===== config.mk =====
export PLATFORM = sky130hd
export DESIGN_NAME = pixel_swizzle_width_convert_core
export DESIGN_NICKNAME = d
export VERILOG_FILES = /design/src/hw/rtl/psw_pkg.sv /design/src/hw/rtl/psw_cfg.sv /design/src/hw/rtl/psw_lane.sv /design/src/hw/rtl/pixel_swizzle_width_convert_core.sv
export VERILOG_INCLUDE_DIRS = /design/src /design/src/hw/rtl
export SDC_FILE = /design/constraint.sdc
export NUM_CORES = 1
export LEC_CHECK = 0
export ABC_AREA = 0
export ABC_CLOCK_PERIOD_IN_PS = 21500
export BUFFER_PORTS_ARGS = -buffer_cell sky130_fd_sc_hd__buf_4
export CORE_ASPECT_RATIO = 0.9
export CORE_UTILIZATION = 40
export CTS_BUF_LIST = sky130_fd_sc_hd__clkbuf_8
export CTS_CLUSTER_SIZE = 16
export DETAILED_ROUTE_END_ITERATION = 6
export SYNTH_ARGS = -nofsm -noshare
export SYNTH_HDL_FRONTEND = slang
export SYNTH_SLANG_ARGS = --single-unit

===== constraint.sdc =====
create_clock -name clk -period 21.5 [get_ports clk]
set_input_delay 3.225 -clock clk [delete_from_list [all_inputs] [get_ports clk]]
set_output_delay 3.225 -clock clk [all_outputs]
set_load 0.02 [all_outputs]

===== src/hw/rtl/pixel_swizzle_width_convert_core_macros.svh =====
// assertion macros shared by the pixel swizzle and width convert rtl
// uses the clk and rst names of the module that expands them
`ifndef PIXEL_SWIZZLE_WIDTH_CONVERT_CORE_MACROS_SVH
`define PIXEL_SWIZZLE_WIDTH_CONVERT_CORE_MACROS_SVH

// same-cycle implication, quiet during reset
`define PSW_ASSERT_NOW(label, ante, cons, msg) \
  label: assert property (@(posedge clk) disable iff (rst) (ante) |-> (cons)) else $error(msg);

// next-cycle implication, quiet during reset
`define PSW_ASSERT_NEXT(label, ante, cons, msg) \
  label: assert property (@(posedge clk) disable iff (rst) (ante) |=> (cons)) else $error(msg);

`endif


===== src/hw/rtl/psw_pkg.sv =====
// package for the pixel swizzle and width convert block
// types, selector codes and width helpers; no dependencies
`timescale 1ns / 1ps

package psw_pkg;

  localparam int unsigned COMP_W   = 32;
  localparam int unsigned LANES    = 4;
  localparam int unsigned LANE_W   = 2;
  localparam int unsigned CODE_W   = 2;
  localparam int unsigned COUNT_W  = 3;
  localparam int unsigned SEL_W    = 3;
  localparam int unsigned CFG_IDX_W  = 3;
  localparam int unsigned CFG_DATA_W = 3;
  localparam int unsigned BITS_W   = 6;

  // register indexes
  typedef enum logic [CFG_IDX_W-1:0] {
    REG_SRC_WIDTH = 3'd0,
    REG_DST_WIDTH = 3'd1,
    REG_SRC_COUNT = 3'd2,
    REG_DST_COUNT = 3'd3,
    REG_SWZ_RED   = 3'd4,
    REG_SWZ_GREEN = 3'd5,
    REG_SWZ_BLUE  = 3'd6,
    REG_SWZ_ALPHA = 3'd7
  } reg_idx_t;

  // swizzle selector codes
  localparam logic [SEL_W-1:0] SEL_IDENTITY   = 3'd0;
  localparam logic [SEL_W-1:0] SEL_ZERO       = 3'd1;
  localparam logic [SEL_W-1:0] SEL_ONE        = 3'd2;
  localparam logic [SEL_W-1:0] SEL_COMP_FIRST = 3'd3;
  localparam logic [SEL_W-1:0] SEL_COMP_LAST  = 3'd6;

  // width codes
  localparam logic [CODE_W-1:0] WCODE_8  = 2'd0;
  localparam logic [CODE_W-1:0] WCODE_16 = 2'd1;

  localparam logic [COUNT_W-1:0] COUNT_RESET = 3'd4;

  typedef logic [LANES-1:0][COMP_W-1:0] comp_vec_t;

  typedef struct packed {
    logic [CODE_W-1:0]             src_width;
    logic [CODE_W-1:0]             dst_width;
    logic [COUNT_W-1:0]            src_count;
    logic [COUNT_W-1:0]            dst_count;
    logic [LANES-1:0][SEL_W-1:0]   swizzle;
  } cfg_t;

  // component width in bits; codes two and three count as 32
  function automatic logic [BITS_W-1:0] code_bits(input logic [CODE_W-1:0] code);
    logic [BITS_W-1:0] bits;
    case (code)
      WCODE_8:  bits = 6'd8;
      WCODE_16: bits = 6'd16;
      default:  bits = 6'd32;
    endcase
    return bits;
  endfunction

  function automatic logic [COMP_W-1:0] code_mask(input logic [CODE_W-1:0] code);
    logic [COMP_W-1:0] mask;
    case (code)
      WCODE_8:  mask = 32'h0000_00ff;
      WCODE_16: mask = 32'h0000_ffff;
      default:  mask = 32'hffff_ffff;
    endcase
    return mask;
  endfunction

endpackage


===== src/hw/rtl/psw_cfg.sv =====
// configuration register file for the pixel swizzle and width convert block
// depends on psw_pkg
`timescale 1ns / 1ps

module psw_cfg (
  input  logic                            clk,
  input  logic                            rst,
  input  logic                            cfg_write,
  input  logic [psw_pkg::CFG_IDX_W-1:0]   cfg_index,
  input  logic [psw_pkg::CFG_DATA_W-1:0]  cfg_data,
  output psw_pkg::cfg_t                   cfg
);

  always_ff @(posedge clk) begin
    if (rst) begin
      cfg.src_width <= psw_pkg::WCODE_8;
      cfg.dst_width <= psw_pkg::WCODE_8;
      cfg.src_count <= psw_pkg::COUNT_RESET;
      cfg.dst_count <= psw_pkg::COUNT_RESET;
      cfg.swizzle   <= '0;
    end else if (cfg_write) begin
      case (psw_pkg::reg_idx_t'(cfg_index))
        psw_pkg::REG_SRC_WIDTH: cfg.src_width  <= cfg_data[psw_pkg::CODE_W-1:0];
        psw_pkg::REG_DST_WIDTH: cfg.dst_width  <= cfg_data[psw_pkg::CODE_W-1:0];
        psw_pkg::REG_SRC_COUNT: cfg.src_count  <= cfg_data;
        psw_pkg::REG_DST_COUNT: cfg.dst_count  <= cfg_data;
        psw_pkg::REG_SWZ_RED:   cfg.swizzle[0] <= cfg_data;
        psw_pkg::REG_SWZ_GREEN: cfg.swizzle[1] <= cfg_data;
        psw_pkg::REG_SWZ_BLUE:  cfg.swizzle[2] <= cfg_data;
        psw_pkg::REG_SWZ_ALPHA: cfg.swizzle[3] <= cfg_data;
        default: ;
      endcase
    end
  end

endmodule


===== src/hw/rtl/psw_lane.sv =====
// one destination lane: swizzle select and width shift, combinational
// depends on psw_pkg
`timescale 1ns / 1ps

module psw_lane (
  input  logic [psw_pkg::LANE_W-1:0]  lane,
  input  psw_pkg::cfg_t               cfg,
  input  psw_pkg::comp_vec_t          src,
  output logic [psw_pkg::COMP_W-1:0]  result
);

  logic [psw_pkg::SEL_W-1:0]   sel;
  logic [psw_pkg::LANE_W-1:0]  idx;
  logic                        take_src;
  logic                        force_max;
  logic [psw_pkg::BITS_W-1:0]  sbits;
  logic [psw_pkg::BITS_W-1:0]  dbits;
  logic [psw_pkg::COMP_W-1:0]  dmask;
  logic [psw_pkg::COMP_W-1:0]  value;
  logic [psw_pkg::COMP_W-1:0]  shifted;

  always_comb begin
    sel       = cfg.swizzle[lane];
    idx       = lane;
    take_src  = 1'b0;
    force_max = 1'b0;
    case (sel) inside
      psw_pkg::SEL_IDENTITY: begin
        idx      = lane;
        take_src = 1'b1;
      end
      psw_pkg::SEL_ONE: force_max = 1'b1;
      [psw_pkg::SEL_COMP_FIRST:psw_pkg::SEL_COMP_LAST]: begin
        idx      = psw_pkg::LANE_W'(sel - psw_pkg::SEL_COMP_FIRST);
        take_src = 1'b1;
      end
      default: ;
    endcase
    // selection at or past the source count reads as zero
    if ({1'b0, idx} >= cfg.src_count) take_src = 1'b0;

    sbits = psw_pkg::code_bits(cfg.src_width);
    dbits = psw_pkg::code_bits(cfg.dst_width);
    dmask = psw_pkg::code_mask(cfg.dst_width);
    value = src[idx] & psw_pkg::code_mask(cfg.src_width);

    if (dbits > sbits)      shifted = value << (dbits - sbits);
    else if (dbits < sbits) shifted = value >> (sbits - dbits);
    else                    shifted = value;

    if ({1'b0, lane} >= cfg.dst_count) result = '0;
    else if (force_max)                result = dmask;
    else if (take_src)                 result = shifted & dmask;
    else                               result = '0;
  end

endmodule


===== src/hw/rtl/pixel_swizzle_width_convert_core.sv =====
// Pixel swizzle and component width converter. Each beat on the input side
// carries one pixel of up to four source components (8, 16 or 32 bits, in
// the low bits of in_comp0..3); each beat on the output side carries one
// destination pixel of up to four components at the destination width, with
// zeros above. Per destination lane a swizzle selector picks its own position,
// a given source component, zero, or the destination maximum; selections past
// src_count give zero and lanes past dst_count give zero. Widening shifts left,
// narrowing shifts right. The block sustains one pixel per clock while out_stall
// is low: a pixel is captured in an input register, goes through the lane muxes
// and shifters, and lands in the output register when that register is free.
// in_stall rises only when both registers hold a pixel and out_stall is high.
// Configuration is written through cfg_write/cfg_index/cfg_data and should
// change only while no pixel is in flight. Depends on psw_pkg, psw_cfg,
// psw_lane and the macro header.
`timescale 1ns / 1ps
`include "pixel_swizzle_width_convert_core_macros.svh"

module pixel_swizzle_width_convert_core (
  input  logic                            clk,
  input  logic                            rst,
  // configuration write port
  input  logic                            cfg_write,
  input  logic [psw_pkg::CFG_IDX_W-1:0]   cfg_index,
  input  logic [psw_pkg::CFG_DATA_W-1:0]  cfg_data,
  // source pixel beats
  input  logic                            in_valid,
  output logic                            in_stall,
  input  logic [psw_pkg::COMP_W-1:0]      in_comp0,
  input  logic [psw_pkg::COMP_W-1:0]      in_comp1,
  input  logic [psw_pkg::COMP_W-1:0]      in_comp2,
  input  logic [psw_pkg::COMP_W-1:0]      in_comp3,
  // destination pixel beats
  output logic                            out_valid,
  input  logic                            out_stall,
  output logic [psw_pkg::COMP_W-1:0]      out_comp0,
  output logic [psw_pkg::COMP_W-1:0]      out_comp1,
  output logic [psw_pkg::COMP_W-1:0]      out_comp2,
  output logic [psw_pkg::COMP_W-1:0]      out_comp3
);

  psw_pkg::cfg_t       cfg;
  psw_pkg::comp_vec_t  src;
  psw_pkg::comp_vec_t  lane_result;
  psw_pkg::comp_vec_t  dst;
  logic                src_valid;
  logic                out_open;
  logic                in_take;

  // register file
  psw_cfg u_cfg (
    .clk       (clk),
    .rst       (rst),
    .cfg_write (cfg_write),
    .cfg_index (cfg_index),
    .cfg_data  (cfg_data),
    .cfg       (cfg)
  );

  // output register can load when empty or being drained this cycle
  assign out_open = !out_valid || !out_stall;
  // input register can load when empty or moving forward
  assign in_stall = src_valid && !out_open;
  assign in_take  = in_valid && !in_stall;

  // input register
  always_ff @(posedge clk) begin
    if (rst) begin
      src_valid <= 1'b0;
    end else if (!src_valid || out_open) begin
      src_valid <= in_valid;
    end
  end

  always_ff @(posedge clk) begin
    if (in_take) begin
      src <= {in_comp3, in_comp2, in_comp1, in_comp0};
    end
  end

  // one converter per destination lane
  for (genvar g = 0; g < psw_pkg::LANES; g++) begin : g_lane
    psw_lane u_lane (
      .lane   (psw_pkg::LANE_W'(g)),
      .cfg    (cfg),
      .src    (src),
      .result (lane_result[g])
    );
  end

  // output register
  always_ff @(posedge clk) begin
    if (rst) begin
      out_valid <= 1'b0;
    end else if (out_open) begin
      out_valid <= src_valid;
    end
  end

  always_ff @(posedge clk) begin
    if (out_open && src_valid) begin
      dst <= lane_result;
    end
  end

  assign out_comp0 = dst[0];
  assign out_comp1 = dst[1];
  assign out_comp2 = dst[2];
  assign out_comp3 = dst[3];

  // a beat taken at the input always sits in the input register next cycle
  `PSW_ASSERT_NEXT(a_take_lands, in_take, src_valid, "accepted beat missing from input register")
  // a held pixel with a free output register must move forward
  `PSW_ASSERT_NEXT(a_moves_fwd, src_valid && !out_valid, out_valid, "pixel did not reach output register")
  // back pressure only when both registers are occupied
  `PSW_ASSERT_NOW(a_stall_full, in_stall, src_valid && out_valid && out_stall, "input stalled with room free")

endmodule

# --- After elaboration in Yosys (flattened, before gate mapping) ---
# Index checks and enable logic that the tools add are counted.
totals:
  wordCells: 168
  output_inout_bits: 130
  in_bits: 139
  ff_bits: 280
op_classes:
  n_lt_le_gt_ge: 22
  bitwise: 8
  add_sub_neg: 6
  n_eq_ne: 13
  muxes: 64
  reduce_logical: 29
  n_shift: 8
ops:
  columns: ["cell", "count"]
  rows:
  - ["2-to-1 mux 32 bit", 20]
  - ["AND 32 bit", 8]
  - ["binary-select mux 32 bit (select 2 bit)", 4]
  - ["one-hot mux 32 bit (2 select lines)", 2]
  - ["left shift 32 x 6 -> 32 bit", 4]
  - [">> shifter 32 x 6 -> 32 bit", 4]
  - ["2-to-1 mux 1 bit", 24]
  - ["2-to-1 mux 2 bit", 12]
  - ["one-hot mux 6 bit (2 select lines)", 2]
  - ["equality test 3 x 2 -> 1 bit (second input constant)", 6]
  - ["AND reduction 2 bit", 8]
  - ["zero test 3 bit", 5]
  - ["equality test 3 bit (second input constant)", 4]
  - ["greater-or-equal comparator 2 x 3 -> 1 bit", 4]
  - ["greater-or-equal comparator 3 x 2 -> 1 bit (second input constant)", 4]
  - ["less-or-equal comparator 3 bit (second input constant)", 4]
  - ["less-than comparator 2 x 3 -> 1 bit (second input constant)", 4]
  - ["subtractor 6 bit", 2]
  - ["subtractor 2 bit (second input constant)", 4]
  - ["logical AND 1 bit", 7]
  - ["greater-or-equal comparator 1 x 3 -> 1 bit (first input constant)", 2]
  - ["greater-or-equal comparator 2 x 3 -> 1 bit (first input constant)", 2]
  - ["greater-than comparator 6 bit", 1]
  - ["less-than comparator 6 bit", 1]
  - ["5 further kinds", 12]

# --- Longest topological paths before layout ---
depth:
  ltp_word: 14
  mapped_depth: 17
  ltp_nobuf: 12

# --- Hierarchy ---
# From an unflattened synthesis, not the netlist that was laid out.
unflattened:
  cells_unflattened: 2268
  hier_area_um2: 22281.4
modules_own_cells:
  columns: ["mod", "cells_per_inst", "area_per_inst_um2", "seq_area_each_um2", "n_inst"]
  rows:
  - ["psw_lane (g_lane[1].u_lane ...)", 470, 3354.5, 0.0, 3]
  - ["pixel_swizzle_width_convert_core", 268, 7781.2, 7727.4, 1]
  - ["psw_lane (g_lane[0].u_lane)", 508, 3510.9, 0.0, 1]
  - ["psw_cfg", 82, 925.9, 440.4, 1]

# --- Least setup slack after synthesis ---
# No wires, ideal clock.
synth_timing:
  path_type: "input port to flip-flop"
  startpoint: "in out_stall"
  endpoint: "reg dst, in the netlist out_comp0[0] (enable)"
  path_stages: 1
  required_time_ns: 20.691
  path_slack_ns: 8.213
  arrival_ns: 12.478
  n_path_buf: 0
  path_cell_list: "a21boi_0"
synth_between:
  elab_chain_cells: 3
synth_rtl:
  columns: ["item", "line", "rtl"]
  rows:
  - ["from (decl)", "pixel_swizzle_width_convert_core.sv:34", "input logic out_stall,"]
  - ["zero test 1 bit", "pixel_swizzle_width_convert_core.sv:60", "assign out_open = !out_valid || !out_stall;"]
  - ["logical OR 1 bit", "pixel_swizzle_width_convert_core.sv:60", null]
  - ["logical AND 1 bit", "pixel_swizzle_width_convert_core.sv:100", "if (out_open && src_valid) begin"]
  - ["to (signal assigned)", "pixel_swizzle_width_convert_core.sv:101", "dst <= lane_result;"]
  - ["to (decl)", "pixel_swizzle_width_convert_core.sv:44", "psw_pkg::comp_vec_t dst;"]
# Every way passes these cells.
# A chain may end at the register's enable or synchronous reset.

# --- Final worst setup path ---
layout_timing:
  startpoint: "in out_stall"
  endpoint: "out in_stall"
layout_between:
  elab_chain_cells: 4
layout_rtl:
  columns: ["item", "line", "rtl"]
  rows:
  - ["zero test 1 bit", "pixel_swizzle_width_convert_core.sv:60", null]
  - ["logical OR 1 bit", "pixel_swizzle_width_convert_core.sv:60", null]
  - ["zero test 1 bit", "pixel_swizzle_width_convert_core.sv:62", "assign in_stall = src_valid && !out_open;"]
  - ["logical AND 1 bit", "pixel_swizzle_width_convert_core.sv:62", null]
  - ["to (decl)", "pixel_swizzle_width_convert_core.sv:27", "output logic in_stall,"]
# Every way passes these cells.

==> results.sh <==
export IMPL_p_leak_nw=7.73
export IMPL_avgSynthCellArea_um2=9.95
export IMPL_fillers=4474
export IMPL_wirelength_mm=94.8
export IMPL_cts_tree="done"
export IMPL_portBuffers=268
export IMPL_clk_pin_slew_ns=0.06
export IMPL_grt_overflow=0
export IMPL_areaGrowthSynthToFinish_pct=18.2
export IMPL_setup_slack_ns=14.53
export IMPL_die_area_mm2=0.0498
export IMPL_hold_buffers=0
export IMPL_p_clk_frac=0.335
export IMPL_design_area_mm2=0.0231
export IMPL_slew_headroom=0.0691
export IMPL_synthTopCellsByCount="edfxtp_1, mux2i_1, a21oi_1, nor2_1, nand2_1"
export IMPL_rsz0062_at_grt="false"
export IMPL_critical_path_startpoint_type="primary input"
export IMPL_die_h_um=212
export IMPL_post_cts_buffers=0
export IMPL_swShare=0.323
export IMPL_power_density_mw_per_mm2=63.5
export IMPL_finalMaxSlewViolations=0
export IMPL_combPwrFrac=0.217
export IMPL_synthDominantCellAreaShare=0.393
export IMPL_place_gp_congestion=1.06
export IMPL_hold_viol=0
export IMPL_hold_class="reg -> reg"
export IMPL_gr_usage_all_layers=0.370
export IMPL_yosys_register_bits=280
export IMPL_grt_max_degree=84
export IMPL_vias=19542
export IMPL_synthArstFlopShare=0
export IMPL_root_buffer="clkbuf_8"
export IMPL_synth_nets=2132
export IMPL_synth_edf_count=256
export IMPL_grt_pass1_vias=17960
export IMPL_rows=76
export IMPL_worstPathArrival_ns=3.75
export IMPL_ys_warn_count=0
export IMPL_num_nets_final=2342
export IMPL_cts_max_level=2
export IMPL_initial_core_util=0.407
export IMPL_synth_cells=1967
export IMPL_outcome="complete, no violations"
export IMPL_synthDistinctLibCells=78
export IMPL_ant_nets=0
export IMPL_drt_vias_per_instance=6.88
export IMPL_tightest_slew_ns=1.36
export IMPL_pre_cts_slack_ns=14.53
export IMPL_clock_sinks=280
export IMPL_hpwlAfterDp_mm=73.6
export IMPL_clk_latency_ns=0.66
export IMPL_mappedNetlistArea_mm2=0.0196
export IMPL_yosysMostFrequentCell="edfxtp_1"
export IMPL_grt_antenna_before_repair=5
export IMPL_fin_crit_sh=0.324
export IMPL_p_sw_mw=0.475
export IMPL_dpl_cell_area_mm2=0.0222
export IMPL_wire_per_inst_um=33.4
export IMPL_synth_area_leaders="edfxtp_1, mux2i_1, a221oi_1, a21oi_1, nor2_1"
export IMPL_worst_clock_skew_ns=0.0400
export IMPL_grt_pass1_wl_mm=132
export IMPL_fmax_ghz=0.143
export IMPL_r2r_slack_ns=15.63
export IMPL_p_int_mw=0.992
export IMPL_min_period_ns=6.97
export IMPL_die_w_um=235
export IMPL_cts_buffer_depth=3
export IMPL_pwr_share_seq=0.447
export IMPL_drive_above_1_share=0.205
export IMPL_yosys_most_used_dff="edfxtp_1"
export IMPL_critPathKind="in -> out"
export IMPL_setup_violations=0
export IMPL_critPathMaxFanout=3
export IMPL_cp_data_required_time_ns=18.27
export IMPL_drt_iter0_markers=3207
export IMPL_ys_seq_area_frac=0.418
export IMPL_tns_ns=0
export IMPL_route_detailed_drc=0
export IMPL_maxCapViolations=0
export IMPL_cts_buffers=48
export IMPL_synth_area_leader_cell="edfxtp_1"
export IMPL_peakVddDrop_uv=41.1
export IMPL_core_area_mm2=0.0480
export IMPL_cts_resized=0
export IMPL_endpoint_kind="primary output"
export IMPL_ios=269
export IMPL_first_pass_iters=6
path summary, 6_finish.rpt:
path / start / to / depth (start not counted)
worst min-delay path: u_cfg.cfg[14] / u_cfg.cfg[14] / 2
worst max-delay path: out_stall / in_stall / 3
worst max register to register: u_cfg.cfg[18] / out_comp1[22] / 10
worst min register to register: u_cfg.cfg[14] / u_cfg.cfg[14] / 2
stage by stage:
| step | instances | hold WS, ns | total power, mW | utilization |
|---|---|---|---|---|
| global route | 2836 | 0.527 | 1.51 | 0.481 |
| floorplan | 1967 | 0.444 | 0.832 | - |
| finish | 2839 | 0.484 | 1.47 | 0.481 |
| CTS | 2836 | 0.489 | 1.47 | 0.481 |
| global placement | 2751 | 0.474 | 0.968 | 0.461 |
| detailed placement | 2751 | 0.474 | 0.971 | 0.461 |
final cells by class:
class                      count  area (µm²)  area share
multi-input combinational   1497       10700       0.462
antenna                        3        7.51    0.000325
timing repair buffer         320        2400       0.104
clock inverter                36         277      0.0120
tap                          624         781      0.0338
clock buffer                  49         674      0.0292
sequential                   280        8170       0.354
inverter                      30         113     0.00487
routing by layer:
layer | up-vias | global-route usage | share of wire
li1 | 8320 | - | -
met1 | 9533 | 0.519 | 0.43
met2 | 1446 | 0.516 | 0.40
met3 | 243 | 0.134 | 0.13
met4 | 0 | 0.136 | 0.039
met5 | - | 0 | 0
flip-flops by register name, indices dropped and copies added, names as in the netlist:
register   count
out_comp0     32
out_comp1     32
out_comp2     32
out_comp3     32
out_valid      1
src          128
src_valid      1
u_cfg.cfg     22
critical path: stages:
cell	delay, ns
buf_4	0.13
and3_1	0.22
buf_4	0.17
placed cells by master (no fill, tap or decap), types with 15 or more instances in the layout:
cell,netlist,routed
buf_4,4,320
edfxtp_1,256,256
o211ai_1,19,19
a21oi_1,149,149
nor3_1,40,38
a32o_1,19,19
a2bb2oi_1,24,22
nand2_1,129,129
inv_1,26,39
a22oi_1,42,41
o21ai_0,98,96
dfxtp_1,24,21
a31oi_1,20,19
o31ai_1,35,35
ha_1,24,24
and2_1,15,15
nor2_1,138,135
a211oi_1,48,48
nand2b_1,18,18
clkbuf_8,0,49
mux2_2,17,17
a221oi_1,95,95
mux2i_1,242,242
nand3_1,55,55
a32oi_1,19,19
kinds of logic after synthesis:
kind of cell / after synthesis / share of synthesized area
adder cells (fa/ha/maj): 26 / 0.0174
AND/OR/NAND/NOR: 471 / 0.113
multiplexers: 267 / 0.140
flip-flops: 280 / 0.418
AO/OA/AOI/OAI: 730 / 0.270
XOR/XNOR: 3 / 0.00173
buffers and inverters: 190 / 0.0413
power by group through the flow:
stage	combinational, mW	sequential [mW]	clock, mW
2_1_floorplan	0.157	0.675	0
6_report	0.319	0.656	0.492
4_1_cts	0.305	0.655	0.506
5_1_grt	0.328	0.658	0.526
3_3_place_gp	0.302	0.666	0
3_5_place_dp	0.304	0.667	0
Power figures use the tool's default switching activity.
